$ cat config.mk
export PLATFORM = sky130hd
export DESIGN_NAME = lintt_ctrl
export DESIGN_NICKNAME = d
export VERILOG_FILES = /design/src/rtl/lintt_pkg.sv /design/src/rtl/lintt_ctrl.sv
export SDC_FILE = /design/constraint.sdc
export NUM_CORES = 1
export LEC_CHECK = 0
export CAP_MARGIN = 0
export CELL_PAD_IN_SITES_DETAIL_PLACEMENT = 0
export CELL_PAD_IN_SITES_GLOBAL_PLACEMENT = 2
export CORE_UTILIZATION = 35
export DETAILED_ROUTE_END_ITERATION = 8
export DONT_BUFFER_PORTS = 1
export PLACE_DENSITY = 0.83
export SLEW_MARGIN = 5
export SYNTH_ARGS = -nofsm -noshare
export SYNTH_HDL_FRONTEND = slang
export SYNTH_SLANG_ARGS = --single-unit
$ cat constraint.sdc
create_clock -name clk -period 2.2 [get_ports clk]
set_clock_uncertainty 0.2 [all_clocks]
set_input_delay 0.44 -clock clk [delete_from_list [all_inputs] [get_ports clk]]
set_output_delay 0.44 -clock clk [all_outputs]
set_load 0.01 [all_outputs]
$ cat src/rtl/lintt_pkg.sv
package lintt_pkg;

  localparam int PolyLen = 256;
  localparam int Lanes = 4;
  localparam int Groups = PolyLen / Lanes;
  localparam logic signed [23:0] MOD_Q = 24'sd8380417;
  localparam logic [31:0] MOD_QINV = 32'd58728449;
  localparam logic signed [23:0] SCALE_F = 24'sd41978;

  typedef enum logic [3:0] {
    ST_IDLE, ST_LOAD, ST_RD, ST_EX, ST_M1, ST_M2, ST_M3, ST_WB,
    ST_ORD0, ST_ORD1, ST_OCAP
  } state_t;

  typedef struct packed {
    logic       capture;
    logic       load_wr;
    logic       rd;
    logic       ex;
    logic       m1;
    logic       m2;
    logic       m3;
    logic       wb;
    logic       ord0;
    logic       ord1;
    logic       ocap;
    logic       scale;
    logic       last;
    logic [2:0] layer;
    logic [7:0] idx;
  } cmd_t;

  localparam int ZETA [0:255] = '{
         0,    25847, -2608894,  -518909,   237124,  -777960,  -876248,   466468,
   1826347,  2353451,  -359251, -2091905,  3119733, -2884855,  3111497,  2680103,
   2725464,  1024112, -1079900,  3585928,  -549488, -1119584,  2619752, -2108549,
  -2118186, -3859737, -1399561, -3277672,  1757237,   -19422,  4010497,   280005,
   2706023,    95776,  3077325,  3530437, -1661693, -3592148, -2537516,  3915439,
  -3861115, -3043716,  3574422, -2867647,  3539968,  -300467,  2348700,  -539299,
  -1699267, -1643818,  3505694, -3821735,  3507263, -2140649, -1600420,  3699596,
    811944,   531354,   954230,  3881043,  3900724, -2556880,  2071892, -2797779,
  -3930395, -1528703, -3677745, -3041255, -1452451,  3475950,  2176455, -1585221,
  -1257611,  1939314, -4083598, -1000202, -3190144, -3157330, -3632928,   126922,
   3412210,  -983419,  2147896,  2715295, -2967645, -3693493,  -411027, -2477047,
   -671102, -1228525,   -22981, -1308169,  -381987,  1349076,  1852771, -1430430,
  -3343383,   264944,   508951,  3097992,    44288, -1100098,   904516,  3958618,
  -3724342,    -8578,  1653064, -3249728,  2389356,  -210977,   759969, -1316856,
    189548, -3553272,  3159746, -1851402, -2409325,  -177440,  1315589,  1341330,
   1285669, -1584928,  -812732, -1439742, -3019102, -3881060, -3628969,  3839961,
   2091667,  3407706,  2316500,  3817976, -3342478,  2244091, -2446433, -3562462,
    266997,  2434439, -1235728,  3513181, -3520352, -3759364, -1197226, -3193378,
    900702,  1859098,   909542,   819034,   495491, -1613174,   -43260,  -522500,
   -655327, -3122442,  2031748,  3207046, -3556995,  -525098,  -768622, -3595838,
    342297,   286988, -2437823,  4108315,  3437287, -3342277,  1735879,   203044,
   2842341,  2691481, -2590150,  1265009,  4055324,  1247620,  2486353,  1595974,
  -3767016,  1250494,  2635921, -3548272, -2994039,  1869119,  1903435, -1050970,
  -1333058,  1237275, -3318210, -1430225,  -451100,  1312455,  3306115, -1962642,
  -1279661,  1917081, -2546312, -1374803,  1500165,   777191,  2235880,  3406031,
   -542412, -2831860, -1671176, -1846953, -2584293, -3724270,   594136, -3776993,
  -2013608,  2432395,  2454455,  -164721,  1957272,  3369112,   185531, -1207385,
  -3183426,   162844,  1616392,  3014001,   810149,  1652634, -3694233, -1799107,
  -3038916,  3523897,  3866901,   269760,  2213111,  -975884,  1717735,   472078,
   -426683,  1723600, -1803090,  1910376, -1667432, -1104333,  -260646, -3833893,
  -2939036, -2235985,  -420899, -2286327,   183443,  -976891,  1612842, -3545687,
   -554416,  3919660,   -48306, -1362209,  3937738,  1400424,  -846154,  1976782
  };

endpackage

$ cat src/rtl/lintt_ctrl.sv
module lintt_ctrl (
  input  logic                clk,
  input  logic                rst_n,
  input  logic                start,
  output logic                busy,
  output lintt_pkg::cmd_t     cmd
);
  import lintt_pkg::*;

  state_t     state_r, state_nxt;
  logic [1:0] lane_r, lane_nxt;
  logic [5:0] grp_r, grp_nxt;
  logic [2:0] layer_r, layer_nxt;
  logic [7:0] idx_r, idx_nxt;
  logic       scale_r, scale_nxt;

  always_ff @(posedge clk) begin
    if (!rst_n) begin
      state_r <= ST_IDLE;
      lane_r  <= '0;
      grp_r   <= '0;
      layer_r <= '0;
      idx_r   <= '0;
      scale_r <= 1'b0;
    end else begin
      state_r <= state_nxt;
      lane_r  <= lane_nxt;
      grp_r   <= grp_nxt;
      layer_r <= layer_nxt;
      idx_r   <= idx_nxt;
      scale_r <= scale_nxt;
    end
  end

  always_comb begin
    state_nxt = state_r;
    lane_nxt  = lane_r;
    grp_nxt   = grp_r;
    layer_nxt = layer_r;
    idx_nxt   = idx_r;
    scale_nxt = scale_r;
    cmd       = '0;
    cmd.scale = scale_r;
    cmd.layer = layer_r;
    cmd.idx   = idx_r;
    cmd.last  = (idx_r[7:2] == 6'(Groups - 1));
    busy      = (state_r != ST_IDLE);
    case (state_r)
      ST_IDLE: begin
        if (start) begin
          cmd.capture = 1'b1;
          lane_nxt    = '0;
          state_nxt   = ST_LOAD;
        end
      end
      ST_LOAD: begin
        cmd.load_wr = 1'b1;
        cmd.idx     = {grp_r, lane_r};
        lane_nxt    = lane_r + 2'd1;
        if (lane_r == 2'd3) begin
          if (grp_r == 6'(Groups - 1)) begin
            grp_nxt   = '0;
            layer_nxt = '0;
            idx_nxt   = '0;
            scale_nxt = 1'b0;
            state_nxt = ST_RD;
          end else begin
            grp_nxt   = grp_r + 6'd1;
            state_nxt = ST_IDLE;
          end
        end
      end
      ST_RD: begin
        cmd.rd    = 1'b1;
        state_nxt = ST_EX;
      end
      ST_EX: begin
        cmd.ex    = 1'b1;
        state_nxt = ST_M1;
      end
      ST_M1: begin
        cmd.m1    = 1'b1;
        state_nxt = ST_M2;
      end
      ST_M2: begin
        cmd.m2    = 1'b1;
        state_nxt = ST_M3;
      end
      ST_M3: begin
        cmd.m3    = 1'b1;
        state_nxt = ST_WB;
      end
      ST_WB: begin
        cmd.wb    = 1'b1;
        state_nxt = ST_RD;
        if (!scale_r) begin
          if (idx_r == 8'd127) begin
            idx_nxt = '0;
            if (layer_r == 3'd7) scale_nxt = 1'b1;
            else layer_nxt = layer_r + 3'd1;
          end else begin
            idx_nxt = idx_r + 8'd1;
          end
        end else begin
          if (idx_r == 8'd255) begin
            idx_nxt   = '0;
            state_nxt = ST_ORD0;
          end else begin
            idx_nxt = idx_r + 8'd1;
          end
        end
      end
      ST_ORD0: begin
        cmd.ord0  = 1'b1;
        state_nxt = ST_ORD1;
      end
      ST_ORD1: begin
        cmd.ord1  = 1'b1;
        state_nxt = ST_OCAP;
      end
      ST_OCAP: begin
        cmd.ocap = 1'b1;
        if (cmd.last) begin
          scale_nxt = 1'b0;
          idx_nxt   = '0;
          state_nxt = ST_IDLE;
        end else begin
          idx_nxt   = idx_r + 8'd4;
          state_nxt = ST_ORD0;
        end
      end
      default: state_nxt = ST_IDLE;
    endcase
  end

endmodule

# Yosys cells after proc, flatten, opt, wreduce, memory -nomap -nowiden
# Index checks and enable logic that the tools add are counted.
dict set report word_totals {
  ff_bits 24
  input_bits 3
}
dict set report classes {
  add_sub_neg 5
  n_eq_ne 23
  n_mux 43
  reduce_logical 11
}
# cell n
set ops {}
lappend ops {{two-way mux 8 bit} 7}
lappend ops {{case mux 4 bit (11 select lines)} 1}
lappend ops {{case mux 8 bit (3 select lines)} 1}
lappend ops {{two-way mux 4 bit} 5}
lappend ops {{two-way mux 1 bit} 18}
lappend ops {{== test 4 x 3 -> 1 bit (second input constant)} 4}
lappend ops {{two-way mux 3 bit} 5}
lappend ops {{inequality test 2 bit (second input constant)} 7}
lappend ops {{== test 4 bit (second input constant)} 3}
lappend ops {{== test 6 bit (second input constant)} 2}
lappend ops {{adder 8 x 1 -> 8 bit (second input constant)} 1}
lappend ops {{adder 8 x 3 -> 8 bit (second input constant)} 1}
lappend ops {{== test 4 x 2 -> 1 bit (second input constant)} 2}
lappend ops {{== test 8 x 7 -> 1 bit (second input constant)} 1}
lappend ops {{== test 8 bit (second input constant)} 1}
lappend ops {{adder 6 x 1 -> 6 bit (second input constant)} 1}
lappend ops {{two-way mux 6 bit} 1}
lappend ops {{case mux 3 bit (2 select lines)} 1}
lappend ops {{AND reduction 2 bit} 3}
lappend ops {{AND reduction 6 bit} 1}
lappend ops {{== test 4 x 1 -> 1 bit (second input constant)} 1}
lappend ops {{logical NOT 4 bit} 1}
lappend ops {{two-way mux 2 bit} 2}
lappend ops {{case mux 2 bit (2 select lines)} 1}
lappend ops {{10 further kinds} 11}

# Depth between registers and ports, before layout
dict set report logic_depth {
  word_depth 5
  ltp_mapped 7
  ltp_nobuf 7
}

# Worst setup path after synthesis
# OpenSTA, ideal clock, no wires.
dict set report synth_path {
  path_kind {register to output}
  start {register state_r[0]}
  end {output port cmd[7] (netlist name)}
  t_arrival_ps 1505
  slack_ps 55
  stages_incl_launch_ff 6
  cell_sequence {dfxtp_1 > or4b_4 > inv_1 > clkbuf_1 > nand2_1 > o21ai_0}
}
# element line_no
set synth_lines {}
lappend synth_lines {{start: declaration} lintt_ctrl.sv:10} ;# state_t state_r, state_nxt;
lappend synth_lines {{start signal: assignment} lintt_ctrl.sv:26} ;# state_r <= state_nxt;
lappend synth_lines {{end: declaration} lintt_ctrl.sv:6} ;# output lintt_pkg::cmd_t cmd

==> qor.yml <==
run_status:
  run_status: "finished, final reports clean"
floorplanning:
  die_outline_area_um2: 4720
  chipWidth_um: 68.7
  coreArea_um2: 4140
  dieHeight_um: 68.7
  floorplan.rows: 23
  num_io_pins: 28
  start_util_pct: 37.6
grt:
  grt-ovfl-total: 0
  grt_pass1_vias: 1488
  grt_first_pass_wirelength_um: 7140
  antenna_found_initial: 0
  grt_start_max_net_pins: 21
  global_route.usage.total_pct: 20.4
yosys:
  post-synth-top-count-cell: "sky130_fd_sc_hd__nand2_1"
  synth_warnings: 0
  yosys.area.top_type: "sky130_fd_sc_hd__dfxtp_1"
  synth_nets: 227
  netlist_cell_types: 43
  yosys-top-cells-count: "45 x sky130_fd_sc_hd__nand2_1, 27 x sky130_fd_sc_hd__nor2_1, 24 x sky130_fd_sc_hd__dfxtp_1"
  synth.ff_latch_count: 24
  synth_area_per_cell_um2: 7.15
  yosysTopAreaCellShare_pct: 30.8
  synth_ff_type: "sky130_fd_sc_hd__dfxtp_1"
  synth.top_cells.by_area: "sky130_fd_sc_hd__dfxtp_1 31%, sky130_fd_sc_hd__nand2_1 11%, sky130_fd_sc_hd__nor2_1 6.5%, sky130_fd_sc_hd__ha_1 4.8%, sky130_fd_sc_hd__a21oi_1 3.9%"
  register_area_share_after_synthesis_pct: 30.8
  synth_async_sr_flop_share_pct: 0
  synth_edf_count: 0
  post_synth_inst_count: 218
  syn-cell-area_um2: 1560
layout:
  n_fill_cell: 447
  final_stage_net_count: 244
  sequential_cell_area_um2: 482
  final_util_pct: 45.5
  post_route_cells_drive_above_1_share_pct: 21.4
  stdcell_count: 284
  combined_area_of_the_multi_input_logic_cells_um2: 1050
  area.growth.synth_to_final_pct: 21.0
  antenna-diode-count: 0
routing:
  ant_nets: 0
  detailed_route_iter0_violations: 88
  route.detailed.drc: 0
  vias_per_cell: 5.63
  drt_first_pass_iters: 4
  wirelength_um: 4370
  wire_per_inst_um: 15.4
  dr_total_vias: 1598
clock_network:
  cts-htree-levels: 1
  holdBufCountCts: 0
  clockBufferDepth: 2
  clkTransAtPathRegs_ns: 0.09
  cts_inserted_buffers: 3
  tritoncts: "done"
  clk-insertion-delay-late_ns: 0.27
  clock_tree.root_cell: "sky130_fd_sc_hd__clkbuf_8"
  cts.sink_count: 24
run:
  max_cap_violations: 0
placement:
  post-dp-hpwl_um: 3270
  place.port_buffers: 0
  gp_congestion: 0.804
  placedCellCount: 278
  pre_cts_ws_ns: 0.0242
setup_path:
  worstSetupEndpointType: "output pin"
  crit_fanout: 7
  critical_path_arrival_ns: 1.55
  criticalPathCategory: "register to output pin"
  critical_path_required_ns: 1.56
  worst_setup_path_start_kind: "register"
timing:
  timing.max_slew.rel_slack_pct: 54.3
  final.min_clock_period_ns: 2.19
  endpoints_failing_setup: 0
  slew_violations: 0
  rsz_0062_raised_after_global_routing: "true"
  period_share_pct: 99.4
  postLayoutSetupSlackWorst_ns: 0.0136
  worstMarginPinSlew_ns: 0.685
  fmax_ghz: 0.457
  final-hold-violation-count: 0
power_and_ir_drop:
  peakVddDrop_uv: 202
  finalPower_uw: 821
  power_per_cell_area_nw_per_um2: 435
  p_leak_uw: 0.000768
hold_path:
  worst_hold_path_type: "input pin to register"
-- cell type report --
class,instances,area share (%)
Inverter,8,1.86
Sequential cell,24,25.5
Timing Repair Buffer,24,10.4
Multi-Input combinational cell,174,55.9
Tap cell,50,3.32
Clock buffer,4,2.92
-- state kept, by name, summed over array words and instances (netlist names) --
signal   count
grp_r        6
idx_r        8
lane_r       2
layer_r      3
scale_r      1
state_r      4
-- power by group --
part	internal [uW]	switching (uW)	leakage (uW)
Sequential	438	3.66	0.000194
Clock	160	152	0.0000288
Combinational	24.9	42.5	0.000545
Total	623	198	0.000768
-- path summary, 6_finish.rpt --
path	slack [ns]	cells past startpoint	endpoint	from
min	0.1	1	idx_r[4]	rst_n
max reg2reg	0.12	5	scale_r	state_r[2]
max	0.01	4	cmd[6]	state_r[2]
min reg2reg	0.34	2	lane_r[1]	lane_r[1]
-- cells by family after synthesis --
kind of cell / after synthesis / synth area share [%]
simple gates: 117 / 35.8
compound gates: 41 / 17.6
flops: 24 / 30.8
buf+inv: 20 / 5.06
xor+xnor: 7 / 3.94
fa+ha+maj: 6 / 4.82
mux: 3 / 1.93
-- layer usage --
metal,global-route usage [%],vias to the layer above,routed length (um)
met5,0,-,0
met4,5.36,0,40
met3,2.30,4,138
met2,33.8,27,2020
met1,27.9,760,2170
li1,-,807,-
-- worst max-delay path, cell delays in order, from the launching register on --
cell and delay [ns]:
sky130_fd_sc_hd__dfxtp_2 0.34, sky130_fd_sc_hd__or4b_4 0.62, sky130_fd_sc_hd__buf_6 0.17, sky130_fd_sc_hd__nand2_1 0.07, sky130_fd_sc_hd__nand2_2 0.08
-- layout by cell type, fill, tap and decap left out, types with 4 or more instances in the layout --
| master | Yosys | final |
|---|---|---|
| sky130_fd_sc_hd__nor3_1 | 9 | 8 |
| sky130_fd_sc_hd__a21oi_1 | 12 | 11 |
| sky130_fd_sc_hd__o21ai_0 | 9 | 8 |
| sky130_fd_sc_hd__ha_1 | 6 | 6 |
| sky130_fd_sc_hd__inv_1 | 7 | 6 |
| sky130_fd_sc_hd__nand2_2 | 1 | 10 |
| sky130_fd_sc_hd__buf_4 | 1 | 22 |
| sky130_fd_sc_hd__dfxtp_1 | 24 | 23 |
| sky130_fd_sc_hd__nand2b_1 | 7 | 7 |
| sky130_fd_sc_hd__nand3_1 | 8 | 8 |
| sky130_fd_sc_hd__clkbuf_8 | 0 | 4 |
| sky130_fd_sc_hd__xor2_1 | 4 | 4 |
| sky130_fd_sc_hd__nand2_1 | 45 | 36 |
| sky130_fd_sc_hd__nor2_1 | 27 | 27 |
-- stage by stage --
step | setup TNS, ns | hold WS [ns] | area (um^2)
floorplan | 0 | 0.265 | 1560
global placement | 0 | 0.306 | 1750
detailed placement | 0 | 0.327 | 1750
CTS | 0 | 0.0974 | 1840
global route | -0.176 | 0.0920 | 1890
finish | 0 | 0.0962 | 1890
-- repair_timing --
action,CTS,global route
buffers inserted,2,1
endpoints found under the setup margin,11,15
pin swaps,1,6
resized for setup,11,10
endpoints found under the hold margin,0,0
cloned,0,0
Power figures use the tool's default switching activity.
